<file path="src/hw/rtl/rc_pulse_capture_filter_top_macros.svh">
// ----------------------------------------------------------------------------
// RC pulse capture filter assertion macros
// Shared concurrent assertion forms for the capture filter modules.
// ----------------------------------------------------------------------------
`ifndef RC_PULSE_CAPTURE_FILTER_TOP_MACROS_SVH
`define RC_PULSE_CAPTURE_FILTER_TOP_MACROS_SVH

// Check that cons holds in the cycle after ante.
`define RPCF_ASSERT_NEXT(lbl, clk_s, rst_s, ante, cons, msg) \
	lbl: assert property (@(posedge clk_s) disable iff (!(rst_s)) (ante) |=> (cons)) \
		else $error(msg);

// Check that cons holds in the same cycle as ante.
`define RPCF_ASSERT_SAME(lbl, clk_s, rst_s, ante, cons, msg) \
	lbl: assert property (@(posedge clk_s) disable iff (!(rst_s)) (ante) |-> (cons)) \
		else $error(msg);

`endif

</file>
<file path="src/hw/rtl/rpcf_pkg.sv">
// ----------------------------------------------------------------------------
// RC pulse capture filter package
// Widths, codes, reset values, channel remap and controller/datapath types.
// ----------------------------------------------------------------------------
`default_nettype none

package rpcf_pkg;

	localparam int NUM_CH     = 8;
	localparam int CH_W       = 3;
	localparam int TS_W       = 16;
	localparam int LVL_W      = 8;
	localparam int WID_W      = 12;
	localparam int CFG_W      = 16;
	localparam int CFG_IDX_W  = 1;
	localparam int IN_DATA_W  = TS_W + LVL_W;
	localparam int OUT_DATA_W = 32;
	localparam int OUT_PAD_W  = OUT_DATA_W - CH_W - 2 * WID_W;

	// Register indexes
	localparam logic [CFG_IDX_W-1:0] REG_MIN_WIDTH = 1'd0;
	localparam logic [CFG_IDX_W-1:0] REG_MAX_WIDTH = 1'd1;

	// Opcodes
	localparam logic OP_PIN     = 1'b0;
	localparam logic OP_COMPUTE = 1'b1;

	localparam logic [CFG_W-1:0] MIN_WIDTH_RST = 16'd1600;
	localparam logic [CFG_W-1:0] MAX_WIDTH_RST = 16'd4400;
	localparam logic [WID_W-1:0] DEFAULT_WIDTH = 12'd1500;
	localparam logic [WID_W-1:0] WIDTH_MAX     = 12'd4095;

	localparam logic [WID_W:0] HYS_BAND   = 13'd3;
	localparam logic [WID_W:0] HYS_OFFSET = 13'd2;

	localparam int AVERAGE_DEPTH_DEF = 4;

	typedef logic [CH_W-1:0] ch_t;

	localparam ch_t LAST_CH = 3'd7;

	// Logical channel to physical pin remap
	function automatic ch_t chan_map(input ch_t c);
		ch_t p;
		unique case (c)
			3'd0:    p = 3'd1;
			3'd1:    p = 3'd2;
			3'd2:    p = 3'd0;
			default: p = c;
		endcase
		return p;
	endfunction

	// Controller to datapath commands
	typedef struct packed {
		logic pin_we;
		logic start;
		logic rd_en;
		logic upd;
		logic mul;
		logic div;
		logic emit;
		logic last;
		ch_t  ch;
	} cmd_t;

	// Datapath to controller status
	typedef struct packed {
		logic out_free;
	} sts_t;

endpackage

`default_nettype wire

</file>
<file path="src/hw/rtl/rpcf_ctrl.sv">
// ----------------------------------------------------------------------------
// RC pulse capture filter controller
// Accepts requests and sequences the per-channel filter steps of a compute.
// ----------------------------------------------------------------------------
`default_nettype none
`include "rc_pulse_capture_filter_top_macros.svh"

module rpcf_ctrl (
	input  wire logic          clk,
	input  wire logic          arst_n,
	input  wire logic          s_tvalid,
	input  wire logic          s_tuser,    // opcode
	output logic               s_tready,
	input  wire rpcf_pkg::sts_t sts,
	output rpcf_pkg::cmd_t     cmd
);
	import rpcf_pkg::*;

	localparam int ST_W = 3;
	localparam logic [ST_W-1:0] ST_IDLE = 3'd0;
	localparam logic [ST_W-1:0] ST_RD   = 3'd1;
	localparam logic [ST_W-1:0] ST_UPD  = 3'd2;
	localparam logic [ST_W-1:0] ST_MUL  = 3'd3;
	localparam logic [ST_W-1:0] ST_DIV  = 3'd4;
	localparam logic [ST_W-1:0] ST_HYS  = 3'd5;

	logic [ST_W-1:0] state_q;
	logic [ST_W-1:0] state_d;
	ch_t             ch_q;
	logic            accept;

	assign s_tready = (state_q == ST_IDLE);
	assign accept   = s_tvalid && s_tready;

	// Decode state into commands
	always_comb begin
		state_d  = state_q;
		cmd      = '0;
		cmd.ch   = ch_q;
		cmd.last = (ch_q == LAST_CH);
		unique case (state_q)
			ST_IDLE: begin
				if (accept) begin
					if (s_tuser == OP_COMPUTE) begin
						cmd.start = 1'b1;
						state_d   = ST_RD;
					end else begin
						cmd.pin_we = 1'b1;
					end
				end
			end
			ST_RD: begin
				cmd.rd_en = 1'b1;
				state_d   = ST_UPD;
			end
			ST_UPD: begin
				cmd.upd = 1'b1;
				state_d = ST_MUL;
			end
			ST_MUL: begin
				cmd.mul = 1'b1;
				state_d = ST_DIV;
			end
			ST_DIV: begin
				cmd.div = 1'b1;
				state_d = ST_HYS;
			end
			ST_HYS: begin
				if (sts.out_free) begin
					cmd.emit = 1'b1;
					state_d  = cmd.last ? ST_IDLE : ST_RD;
				end
			end
			default: state_d = ST_IDLE;
		endcase
	end

	// Advance state and channel counter
	always_ff @(posedge clk or negedge arst_n) begin
		if (!arst_n) begin
			state_q <= ST_IDLE;
			ch_q    <= '0;
		end else begin
			state_q <= state_d;
			if (cmd.emit) begin
				ch_q <= ch_q + 3'd1;
			end
		end
	end

	`RPCF_ASSERT_NEXT(a_start_reads, clk, arst_n, cmd.start, state_q == ST_RD, "compute did not start")
	`RPCF_ASSERT_NEXT(a_last_idle, clk, arst_n, cmd.emit && cmd.last, (state_q == ST_IDLE) && (ch_q == '0), "last result did not end compute")
	`RPCF_ASSERT_NEXT(a_ch_hold, clk, arst_n, !cmd.emit, $stable(ch_q), "channel moved without a result")

endmodule

`default_nettype wire

</file>
<file path="src/hw/rtl/rpcf_datapath.sv">
// ----------------------------------------------------------------------------
// RC pulse capture filter datapath
// Pulse capture lanes, history memory with running sums, reciprocal
// divider, hysteresis and the output register.
// ----------------------------------------------------------------------------
`default_nettype none
`include "rc_pulse_capture_filter_top_macros.svh"

module rpcf_datapath #(
	parameter int AVERAGE_DEPTH = rpcf_pkg::AVERAGE_DEPTH_DEF
) (
	input  wire logic                             clk,
	input  wire logic                             arst_n,
	input  wire logic                             cfg_we,
	input  wire logic [rpcf_pkg::CFG_IDX_W-1:0]   cfg_index,
	input  wire logic [rpcf_pkg::CFG_W-1:0]       cfg_data,
	input  wire logic [rpcf_pkg::IN_DATA_W-1:0]   s_tdata,   // timestamp, pin_levels
	input  wire rpcf_pkg::cmd_t                   cmd,
	output rpcf_pkg::sts_t                        sts,
	output logic                                  m_tvalid,
	input  wire logic                             m_tready,
	output logic [rpcf_pkg::OUT_DATA_W-1:0]       m_tdata,   // channel, average, hysteresis
	output logic                                  m_tlast
);
	import rpcf_pkg::*;

	localparam int PTR_W  = $clog2(AVERAGE_DEPTH);
	localparam int HIST_N = NUM_CH * AVERAGE_DEPTH;
	localparam int ADDR_W = $clog2(HIST_N);
	localparam int SUM_W  = WID_W + PTR_W;
	localparam int RECIP_K = SUM_W;
	localparam logic [SUM_W-1:0] SUM_RST    = SUM_W'(AVERAGE_DEPTH * int'(DEFAULT_WIDTH));
	localparam logic [SUM_W-1:0] HALF_DEPTH = SUM_W'(AVERAGE_DEPTH / 2);
	localparam logic [SUM_W-1:0] DEPTH_S    = SUM_W'(AVERAGE_DEPTH);
	localparam logic [SUM_W-1:0] RECIP_M    = SUM_W'((1 << RECIP_K) / AVERAGE_DEPTH);
	localparam logic [PTR_W-1:0] PTR_LAST   = PTR_W'(AVERAGE_DEPTH - 1);

	logic [CFG_W-1:0] min_q;
	logic [CFG_W-1:0] max_q;

	logic [TS_W-1:0]  ts;
	logic [LVL_W-1:0] levels;
	logic [LVL_W-1:0] prev_q;
	logic [LVL_W-1:0] changed;
	logic [TS_W-1:0]  rise_q [NUM_CH];
	logic [WID_W-1:0] capw_q [NUM_CH];
	logic [TS_W-1:0]  diff   [NUM_CH];
	logic [WID_W-1:0] wsat   [NUM_CH];
	logic [NUM_CH-1:0] in_win;

	logic [PTR_W-1:0]  ptr_q;
	logic [ADDR_W-1:0] addr;
	logic [WID_W-1:0]  hist_mem [HIST_N];
	logic [HIST_N-1:0] hist_vld_q;
	logic [WID_W-1:0]  rd_data_q;
	logic              rd_vld_q;
	logic [WID_W-1:0]  old_w;
	logic [WID_W-1:0]  new_w;
	logic [SUM_W-1:0]  sum_q [NUM_CH];
	logic [SUM_W-1:0]  sum_new;

	logic [SUM_W-1:0]   x_s1;
	logic [SUM_W-1:0]   x_s2;
	logic [2*SUM_W-1:0] prod_s2;
	logic [SUM_W-1:0]   q0;
	logic [SUM_W-1:0]   rem;
	logic [SUM_W-1:0]   quo;
	logic [WID_W-1:0]   avg_s3;

	logic [WID_W-1:0] hys_q [NUM_CH];
	logic [WID_W:0]   a13;
	logic [WID_W:0]   h13;
	logic [WID_W:0]   h1;
	logic [WID_W:0]   h2;
	logic [WID_W-1:0] h_new;

	logic             out_vld_q;
	ch_t              out_ch_q;
	logic [WID_W-1:0] out_avg_q;
	logic [WID_W-1:0] out_h_q;
	logic             out_last_q;
	logic [WID_W:0]   out_avg_ext;
	logic [WID_W:0]   out_h_ext;

	assign ts      = s_tdata[TS_W-1:0];
	assign levels  = s_tdata[IN_DATA_W-1:TS_W];
	assign changed = levels ^ prev_q;

	// Write limit registers
	always_ff @(posedge clk or negedge arst_n) begin
		if (!arst_n) begin
			min_q <= MIN_WIDTH_RST;
			max_q <= MAX_WIDTH_RST;
		end else if (cfg_we) begin
			unique case (cfg_index)
				REG_MIN_WIDTH: min_q <= cfg_data;
				REG_MAX_WIDTH: max_q <= cfg_data;
			endcase
		end
	end

	// Measure high time per pin lane
	always_comb begin
		for (int n = 0; n < NUM_CH; n++) begin
			diff[n]   = ts - rise_q[n];
			in_win[n] = (diff[n] > min_q) && (diff[n] < max_q);
			wsat[n]   = (diff[n][TS_W-1:1] > (TS_W-1)'(WIDTH_MAX)) ?
				WIDTH_MAX : diff[n][WID_W:1];
		end
	end

	// Record rises and capture accepted widths
	always_ff @(posedge clk or negedge arst_n) begin
		if (!arst_n) begin
			prev_q <= '0;
			for (int n = 0; n < NUM_CH; n++) begin
				rise_q[n] <= '0;
				capw_q[n] <= DEFAULT_WIDTH;
			end
		end else if (cmd.pin_we) begin
			prev_q <= levels;
			for (int n = 0; n < NUM_CH; n++) begin
				if (changed[n]) begin
					if (levels[n]) begin
						rise_q[n] <= ts;
					end else if (in_win[n]) begin
						capw_q[n] <= wsat[n];
					end
				end
			end
		end
	end

	// Advance history pointer at compute start
	always_ff @(posedge clk or negedge arst_n) begin
		if (!arst_n) begin
			ptr_q <= '0;
		end else if (cmd.start) begin
			ptr_q <= (ptr_q == PTR_LAST) ? '0 : ptr_q + PTR_W'(1);
		end
	end

	assign addr  = ADDR_W'(int'(cmd.ch) * AVERAGE_DEPTH + int'(ptr_q));
	assign new_w = capw_q[chan_map(cmd.ch)];
	assign old_w = rd_vld_q ? rd_data_q : DEFAULT_WIDTH;

	// History memory: read oldest entry, then overwrite it
	always_ff @(posedge clk) begin
		if (cmd.rd_en) begin
			rd_data_q <= hist_mem[addr];
		end
		if (cmd.upd) begin
			hist_mem[addr] <= new_w;
		end
	end

	// Track written history entries
	always_ff @(posedge clk or negedge arst_n) begin
		if (!arst_n) begin
			hist_vld_q <= '0;
			rd_vld_q   <= 1'b0;
		end else begin
			if (cmd.rd_en) begin
				rd_vld_q <= hist_vld_q[addr];
			end
			if (cmd.upd) begin
				hist_vld_q[addr] <= 1'b1;
			end
		end
	end

	assign sum_new = sum_q[cmd.ch] - SUM_W'(old_w) + SUM_W'(new_w);

	// Update running sums
	always_ff @(posedge clk or negedge arst_n) begin
		if (!arst_n) begin
			for (int c = 0; c < NUM_CH; c++) begin
				sum_q[c] <= SUM_RST;
			end
		end else if (cmd.upd) begin
			sum_q[cmd.ch] <= sum_new;
		end
	end

	// Divide by depth: reciprocal estimate, then one correction step
	assign q0  = prod_s2[2*SUM_W-1:RECIP_K];
	assign rem = x_s2 - q0 * DEPTH_S;
	assign quo = (rem >= DEPTH_S) ? q0 + SUM_W'(1) : q0;

	always_ff @(posedge clk) begin
		if (cmd.upd) begin
			x_s1 <= sum_new + HALF_DEPTH;
		end
		if (cmd.mul) begin
			prod_s2 <= {{SUM_W{1'b0}}, x_s1} * {{SUM_W{1'b0}}, RECIP_M};
			x_s2    <= x_s1;
		end
		if (cmd.div) begin
			avg_s3 <= quo[WID_W-1:0];
		end
	end

	// Apply hysteresis: pull down first, then pull up
	assign a13   = {1'b0, avg_s3};
	assign h13   = {1'b0, hys_q[cmd.ch]};
	assign h1    = (a13 + HYS_BAND < h13) ? a13 + HYS_OFFSET : h13;
	assign h2    = (a13 > h1 + HYS_BAND) ? a13 - HYS_OFFSET : h1;
	assign h_new = h2[WID_W-1:0];

	always_ff @(posedge clk or negedge arst_n) begin
		if (!arst_n) begin
			for (int c = 0; c < NUM_CH; c++) begin
				hys_q[c] <= '0;
			end
		end else if (cmd.emit) begin
			hys_q[cmd.ch] <= h_new;
		end
	end

	// Hold result until taken
	always_ff @(posedge clk or negedge arst_n) begin
		if (!arst_n) begin
			out_vld_q <= 1'b0;
		end else if (cmd.emit) begin
			out_vld_q <= 1'b1;
		end else if (m_tready) begin
			out_vld_q <= 1'b0;
		end
	end

	always_ff @(posedge clk) begin
		if (cmd.emit) begin
			out_ch_q   <= cmd.ch;
			out_avg_q  <= avg_s3;
			out_h_q    <= h_new;
			out_last_q <= cmd.last;
		end
	end

	assign sts.out_free = !out_vld_q || m_tready;
	assign m_tvalid     = out_vld_q;
	assign m_tdata      = {{OUT_PAD_W{1'b0}}, out_h_q, out_avg_q, out_ch_q};
	assign m_tlast      = out_last_q;

	assign out_avg_ext = {1'b0, out_avg_q};
	assign out_h_ext   = {1'b0, out_h_q};

	`RPCF_ASSERT_SAME(a_emit_free, clk, arst_n, cmd.emit, sts.out_free, "result overwrote a pending result")
	`RPCF_ASSERT_NEXT(a_emit_valid, clk, arst_n, cmd.emit, m_tvalid, "emitted result not presented")
	`RPCF_ASSERT_NEXT(a_hys_band, clk, arst_n, cmd.emit, (out_h_ext + HYS_BAND >= out_avg_ext) && (out_avg_ext + HYS_BAND >= out_h_ext), "hysteresis left its band")

endmodule

`default_nettype wire

</file>
<file path="src/hw/rtl/rc_pulse_capture_filter_top.sv">
// ----------------------------------------------------------------------------
// RC pulse capture filter top level
// Eight-channel receiver pulse capture with averaging and hysteresis filter.
// A pin-change request (tuser 0) is applied in the cycle in which it is taken
// and updates the rise times and captured widths of all eight pins at once. A
// compute request (tuser 1) returns eight results, channels 0 to 7, the last
// marked by tlast; each channel steps through history memory read, running-sum
// update, reciprocal multiply, correction and hysteresis in turn, set by the
// single history memory port and the shared divide step, and a result waits
// for a free output. No request is taken during a compute; a pin change may be
// taken while the last result still waits at the output.
// ----------------------------------------------------------------------------
`default_nettype none

module rc_pulse_capture_filter_top #(
	parameter int AVERAGE_DEPTH = rpcf_pkg::AVERAGE_DEPTH_DEF
) (
	input  wire logic                           clk,
	input  wire logic                           arst_n,
	input  wire logic                           cfg_we,
	input  wire logic [rpcf_pkg::CFG_IDX_W-1:0] cfg_index,
	input  wire logic [rpcf_pkg::CFG_W-1:0]     cfg_data,
	input  wire logic                           s_tvalid,
	output logic                                s_tready,
	input  wire logic [rpcf_pkg::IN_DATA_W-1:0] s_tdata,   // timestamp[15:0], pin_levels[23:16]
	input  wire logic                           s_tuser,   // opcode
	output logic                                m_tvalid,
	input  wire logic                           m_tready,
	output logic [rpcf_pkg::OUT_DATA_W-1:0]     m_tdata,   // channel[2:0], average_width[14:3],
	                                                       // hysteresis_width[26:15], zero pad
	output logic                                m_tlast
);
	import rpcf_pkg::*;

	cmd_t cmd;
	sts_t sts;

	rpcf_ctrl u_ctrl (
		.clk      (clk),
		.arst_n   (arst_n),
		.s_tvalid (s_tvalid),
		.s_tuser  (s_tuser),
		.s_tready (s_tready),
		.sts      (sts),
		.cmd      (cmd)
	);

	rpcf_datapath #(
		.AVERAGE_DEPTH (AVERAGE_DEPTH)
	) u_datapath (
		.clk       (clk),
		.arst_n    (arst_n),
		.cfg_we    (cfg_we),
		.cfg_index (cfg_index),
		.cfg_data  (cfg_data),
		.s_tdata   (s_tdata),
		.cmd       (cmd),
		.sts       (sts),
		.m_tvalid  (m_tvalid),
		.m_tready  (m_tready),
		.m_tdata   (m_tdata),
		.m_tlast   (m_tlast)
	);

endmodule

`default_nettype wire
</file>
<file path="config.mk">
export PLATFORM = sky130hd
export DESIGN_NAME = rc_pulse_capture_filter_top
export DESIGN_NICKNAME = d
export VERILOG_FILES = /design/src/hw/rtl/rpcf_pkg.sv /design/src/hw/rtl/rpcf_ctrl.sv /design/src/hw/rtl/rpcf_datapath.sv /design/src/hw/rtl/rc_pulse_capture_filter_top.sv
export VERILOG_INCLUDE_DIRS = /design/src /design/src/hw/rtl
export SDC_FILE = /design/constraint.sdc
export NUM_CORES = 2
export LEC_CHECK = 0
export BUFFER_PORTS_ARGS = -buffer_cell sky130_fd_sc_hd__buf_2
export CAP_MARGIN = 10
export CORE_MARGIN = 2
export CORE_UTILIZATION = 40
export CTS_BUF_LIST = sky130_fd_sc_hd__clkbuf_4 sky130_fd_sc_hd__clkbuf_8
export DETAILED_ROUTE_END_ITERATION = 16
export PLACE_DENSITY = 0.64
export SLEW_MARGIN = 10
export SYNTH_ARGS = -nofsm -noshare
export SYNTH_HDL_FRONTEND = slang
export SYNTH_HIERARCHICAL = 1
export SYNTH_SLANG_ARGS = --single-unit
</file>
<file path="constraint.sdc">
create_clock -name clk -period 10.45 [get_ports clk]
set_input_delay 2.09 -clock clk [delete_from_list [all_inputs] [get_ports clk]]
set_output_delay 2.09 -clock clk [all_outputs]
set_load 0.01 [all_outputs]
</file>
==> results by group <==
Timing
  • Setup ws final: approximately 3 ns
  • Final setup violation count: 0
  • Final TNS setup: 0 ns
  • Worst clock skew: between 0.04 and 0.05 ns
  • Slew Limit Fails: 0
  • Worst slew pin tran: 1.26 ns
  • Slew HR: 15.5%
  • RSZ-0062 raised after global routing: no
  • Final hold violation count: 0
  • Crit path time final: between 7 and 8 ns
  • Final period util: ~71%
  • F_max: 134 MHz

Floorplan
  • Initial Utilization: 40.4%
  • Core ar.: 0.130 mm²
  • Die Area: ~0.13 mm²
  • Num rows: 132
  • Top Ports: 82
  • Die width: 366 µm
  • Chip Height: 366 µm

Clock network
  • H-tree depth reported by CTS: 4
  • Number of CTS-inserted buffers: 159
  • Post-CTS Hold Buffers: 0
  • Clock Latency Late Sink: slightly below 0.9 ns
  • Root buf cell: clkbuf_8
  • Post-cts resize count: 0
  • Clock Path Buffers: 3
  • CTS tree: yes
  • TritonCTS Sinks: 974
  • Setup Fix Bufs, Post-CTS: 0
  • Reg clk slew, reported paths: 0.07 ns

Logic synthesis
  • Post-synth EDFFs: 460
  • Yosys cell types: 102
  • Synth Area in Compound Gates: roughly a tenth
  • Synth Instances: 4293
  • Yosys warns: 6
  • Multiplexer area fraction after synthesis: 12.7%
  • Ys async rst share: 52.8%
  • FF+latch count, synth: just under 1000
  • Fraction of synthesized cell area in xor and xnor cells: 2.73%
  • Top FF cell, synth: edfxtp_1
  • Adder-Cell Fraction of Synth Area: 10.7%
  • Largest family of logic cells by synthesized area: multiplexers
  • Avg Cell Area, Syn: 12.2 µm²
  • Post-synth design cell area: roughly 0.053 mm²
  • Sequential area share after synthesis: around 51%
  • Post-synthesis simple-gate area fraction: between 9 and 10%

Worst setup path
  • Arrival time worst endpoint: 8.20 ns
  • Crit-path max cell delay: 0.87 ns
  • Crit end category: flop
  • Critical path class: reg2reg
  • Worst path top cell family by delay: multiplexers
  • Crit path max fanout: 35
  • CP Launch Type: flop
  • Max stage delay cell, worst path: dfrtp_4
  • WP data required: approximately 11 ns
  • Critical path buffers and inverters: 0

Place
  • Setup Slack @ Placement: around 2.7 ns
  • Dpl hpwl: ~96000 µm
  • Buffers on Ports: 76
  • Final RePlAce weighted congestion: 0.944

Finish
  • Reg area: 0.0268 mm²
  • Share of post-route cells with drive strength above 1: 21.7%
  • Core Util, Final: 45.0%
  • Layout Nets: 4916
  • Fill count: roughly 12000
  • Area growth from synthesis to layout: 11.3%
  • Area of the multi-input gates: 0.0241 mm²

GRT
  • Antenna violations before repair: 2
  • Vias in the first global route: about 35000
  • Largest net degree at the start of global routing: roughly 160
  • Total grt overflow: 0
  • First-pass GRT wire length: 219000 µm
  • Tot GR Track Use: between 20% and 30%

Routing
  • DR vias/cell: 5.56
  • Final antenna-violating net count: 0
  • Via count: 35100
  • DRT Wirelength: 143000 µm
  • Drt pass-1 iters: 6
  • DRC viols: 0
  • Initial DRC count: 2685
  • WL per Instance: between 20 and 25 µm

Worst hold path
  • Worst Hold Class: reg2reg

Flow run
  • Max_cap viols: 0

Run status
  • Status: complete, no violations
## cells in the final DEF, fill, tap and decap left out, types with 75 or more instances in the layout
| cell type | n |
|---|---|
| a21oi_1 | 215 |
| buf_2 | 75 |
| clkbuf_8 | 178 |
| dfrtp_1 | 390 |
| dfstp_2 | 119 |
| edfxtp_1 | 460 |
| ha_1 | 417 |
| inv_1 | 261 |
| mux2_2 | 171 |
| mux4_2 | 191 |
| nand2_1 | 414 |
| nor2_1 | 187 |
| o21ai_0 | 310 |
| xnor2_1 | 103 |
## synthesized netlist by cell type, drive strengths merged, types with 20 or more instances
| master | instances | area, µm² |
|---|---|---|
| clkbuf | 116 | 435 |
| a211oi | 27 | 203 |
| and3 | 31 | 194 |
| mux2i | 39 | 407 |
| inv | 264 | 991 |
| xor2 | 61 | 534 |
| xnor2 | 103 | 902 |
| nor2 | 187 | 702 |
| mux4 | 191 | 4300 |
| dfrtp | 395 | 9880 |
| fa | 20 | 400 |
| edfxtp | 460 | 13800 |
| nor2b | 50 | 313 |
| ha | 417 | 5220 |
| o22a | 48 | 420 |
| nand3 | 51 | 255 |
| or2 | 47 | 294 |
| nand2b | 26 | 163 |
| o21ai | 318 | 1600 |
| nor3 | 56 | 280 |
| o211ai | 20 | 150 |
| a21oi | 219 | 1120 |
| nand2 | 414 | 1550 |
| and2 | 37 | 233 |
| mux2 | 173 | 1960 |
| buf | 47 | 267 |
| o21bai | 21 | 158 |
| o21a | 40 | 300 |
| a21o | 54 | 405 |
| dfstp | 119 | 3130 |
| nand4 | 41 | 257 |
## worst register-to-register path: stages (launching register included)
cell and delay [ns]:
dfrtp_4 0.87, mux4_2 0.63, mux2i_1 0.43, ha_1 0.36, a21oi_1 0.15, a21boi_0 0.11, o211ai_1 0.19, o211ai_1 0.12
or2_2 0.46, nand2_1 0.11, o21ai_0 0.11, ha_1 0.28, nor2b_1 0.11, o21ai_0 0.11, or3b_1 0.40, nor2_1 0.11
nor2_1 0.09, nor2_1 0.14, xnor2_1 0.14, ha_1 0.27, a21o_1 0.18, a211oi_1 0.27, a311oi_1 0.09, o21a_1 0.15
o311a_1 0.16, mux2i_4 0.60, mux2_2 0.50, o21ai_0 0.20
## state kept, by name, summed over array words and instances, names as in the netlist, 16 cells and up
register / cells
u_datapath/hys_q: 96
u_datapath/hist_vld_q: 32
u_datapath/rise_q: 128
u_datapath/max_q: 16
u_datapath/capw_q: 96
u_datapath/min_q: 16
u_datapath/sum_q: 112
u_datapath/hist_mem: 384
## layer usage
metal  part of all wire [%]  track usage, %  up-vias
li1                       -               -    16200
met1                     43            27.9    17500
met2                     47            34.9     1073
met3                    5.8            3.57      321
met4                    4.0            9.42        2
met5                 0.0091               0        -
## path summary, 6_finish.rpt
path,slack (ns),startpoint,end,cells past startpoint
hold / removal,0.41,u_datapath/x_s2[6]$_DFFE_PP_,u_datapath/avg_s3[4]$_DFFE_PP_,0
min in group asynchronous,1.28,arst_n,u_datapath/prev_q[4]$_DFFE_PN0P_,1
setup / recovery,3.01,u_ctrl/ch_q[0]$_DFFE_PN0P_,u_datapath/hys_q[86]$_DFFE_PN0P_,27
setup reg to reg,3.01,u_ctrl/ch_q[0]$_DFFE_PN0P_,u_datapath/hys_q[86]$_DFFE_PN0P_,27
max in group asynchronous,7.15,arst_n,u_datapath/capw_q[77]$_DFFE_PN0P_,3
hold reg to reg,0.41,u_datapath/x_s2[6]$_DFFE_PP_,u_datapath/avg_s3[4]$_DFFE_PP_,0
## per-stage QoR
step	cell area (µm²)	cells	hold slack, ns
5_1_grt	58500	6306	0.417
2_1_floorplan	52600	4297	0.400
4_1_cts	58400	6304	0.419
6_report	58500	6307	0.413
3_5_place_dp	55000	6012	0.405
3_3_place_gp	55000	6012	0.402
## kinds of logic (layout without fill, tap and decap cells)
kind of cell    Yosys count  in the layout
simple gates           1011           1011
flops                   974            974
compound gates          876            876
fa+ha+maj               437            437
buf+inv                 427            693
mux                     403            403
xor+xnor                164            164
other cells               1              7
## final cells by class
type,instances,area share (%)
Antenna cell,2,0.00856
Clock buffer,223,4.77
Clock inverter,69,1.14
Inverter,264,1.69
Multi-Input combinational cell,2896,41.2
Sequential cell,974,45.9
Tap cell,1742,3.73
Timing Repair Buffer,137,1.53
Power is not shown: default switching activity piles up to over one toggle a cycle in this logic, so the estimate is an artifact.
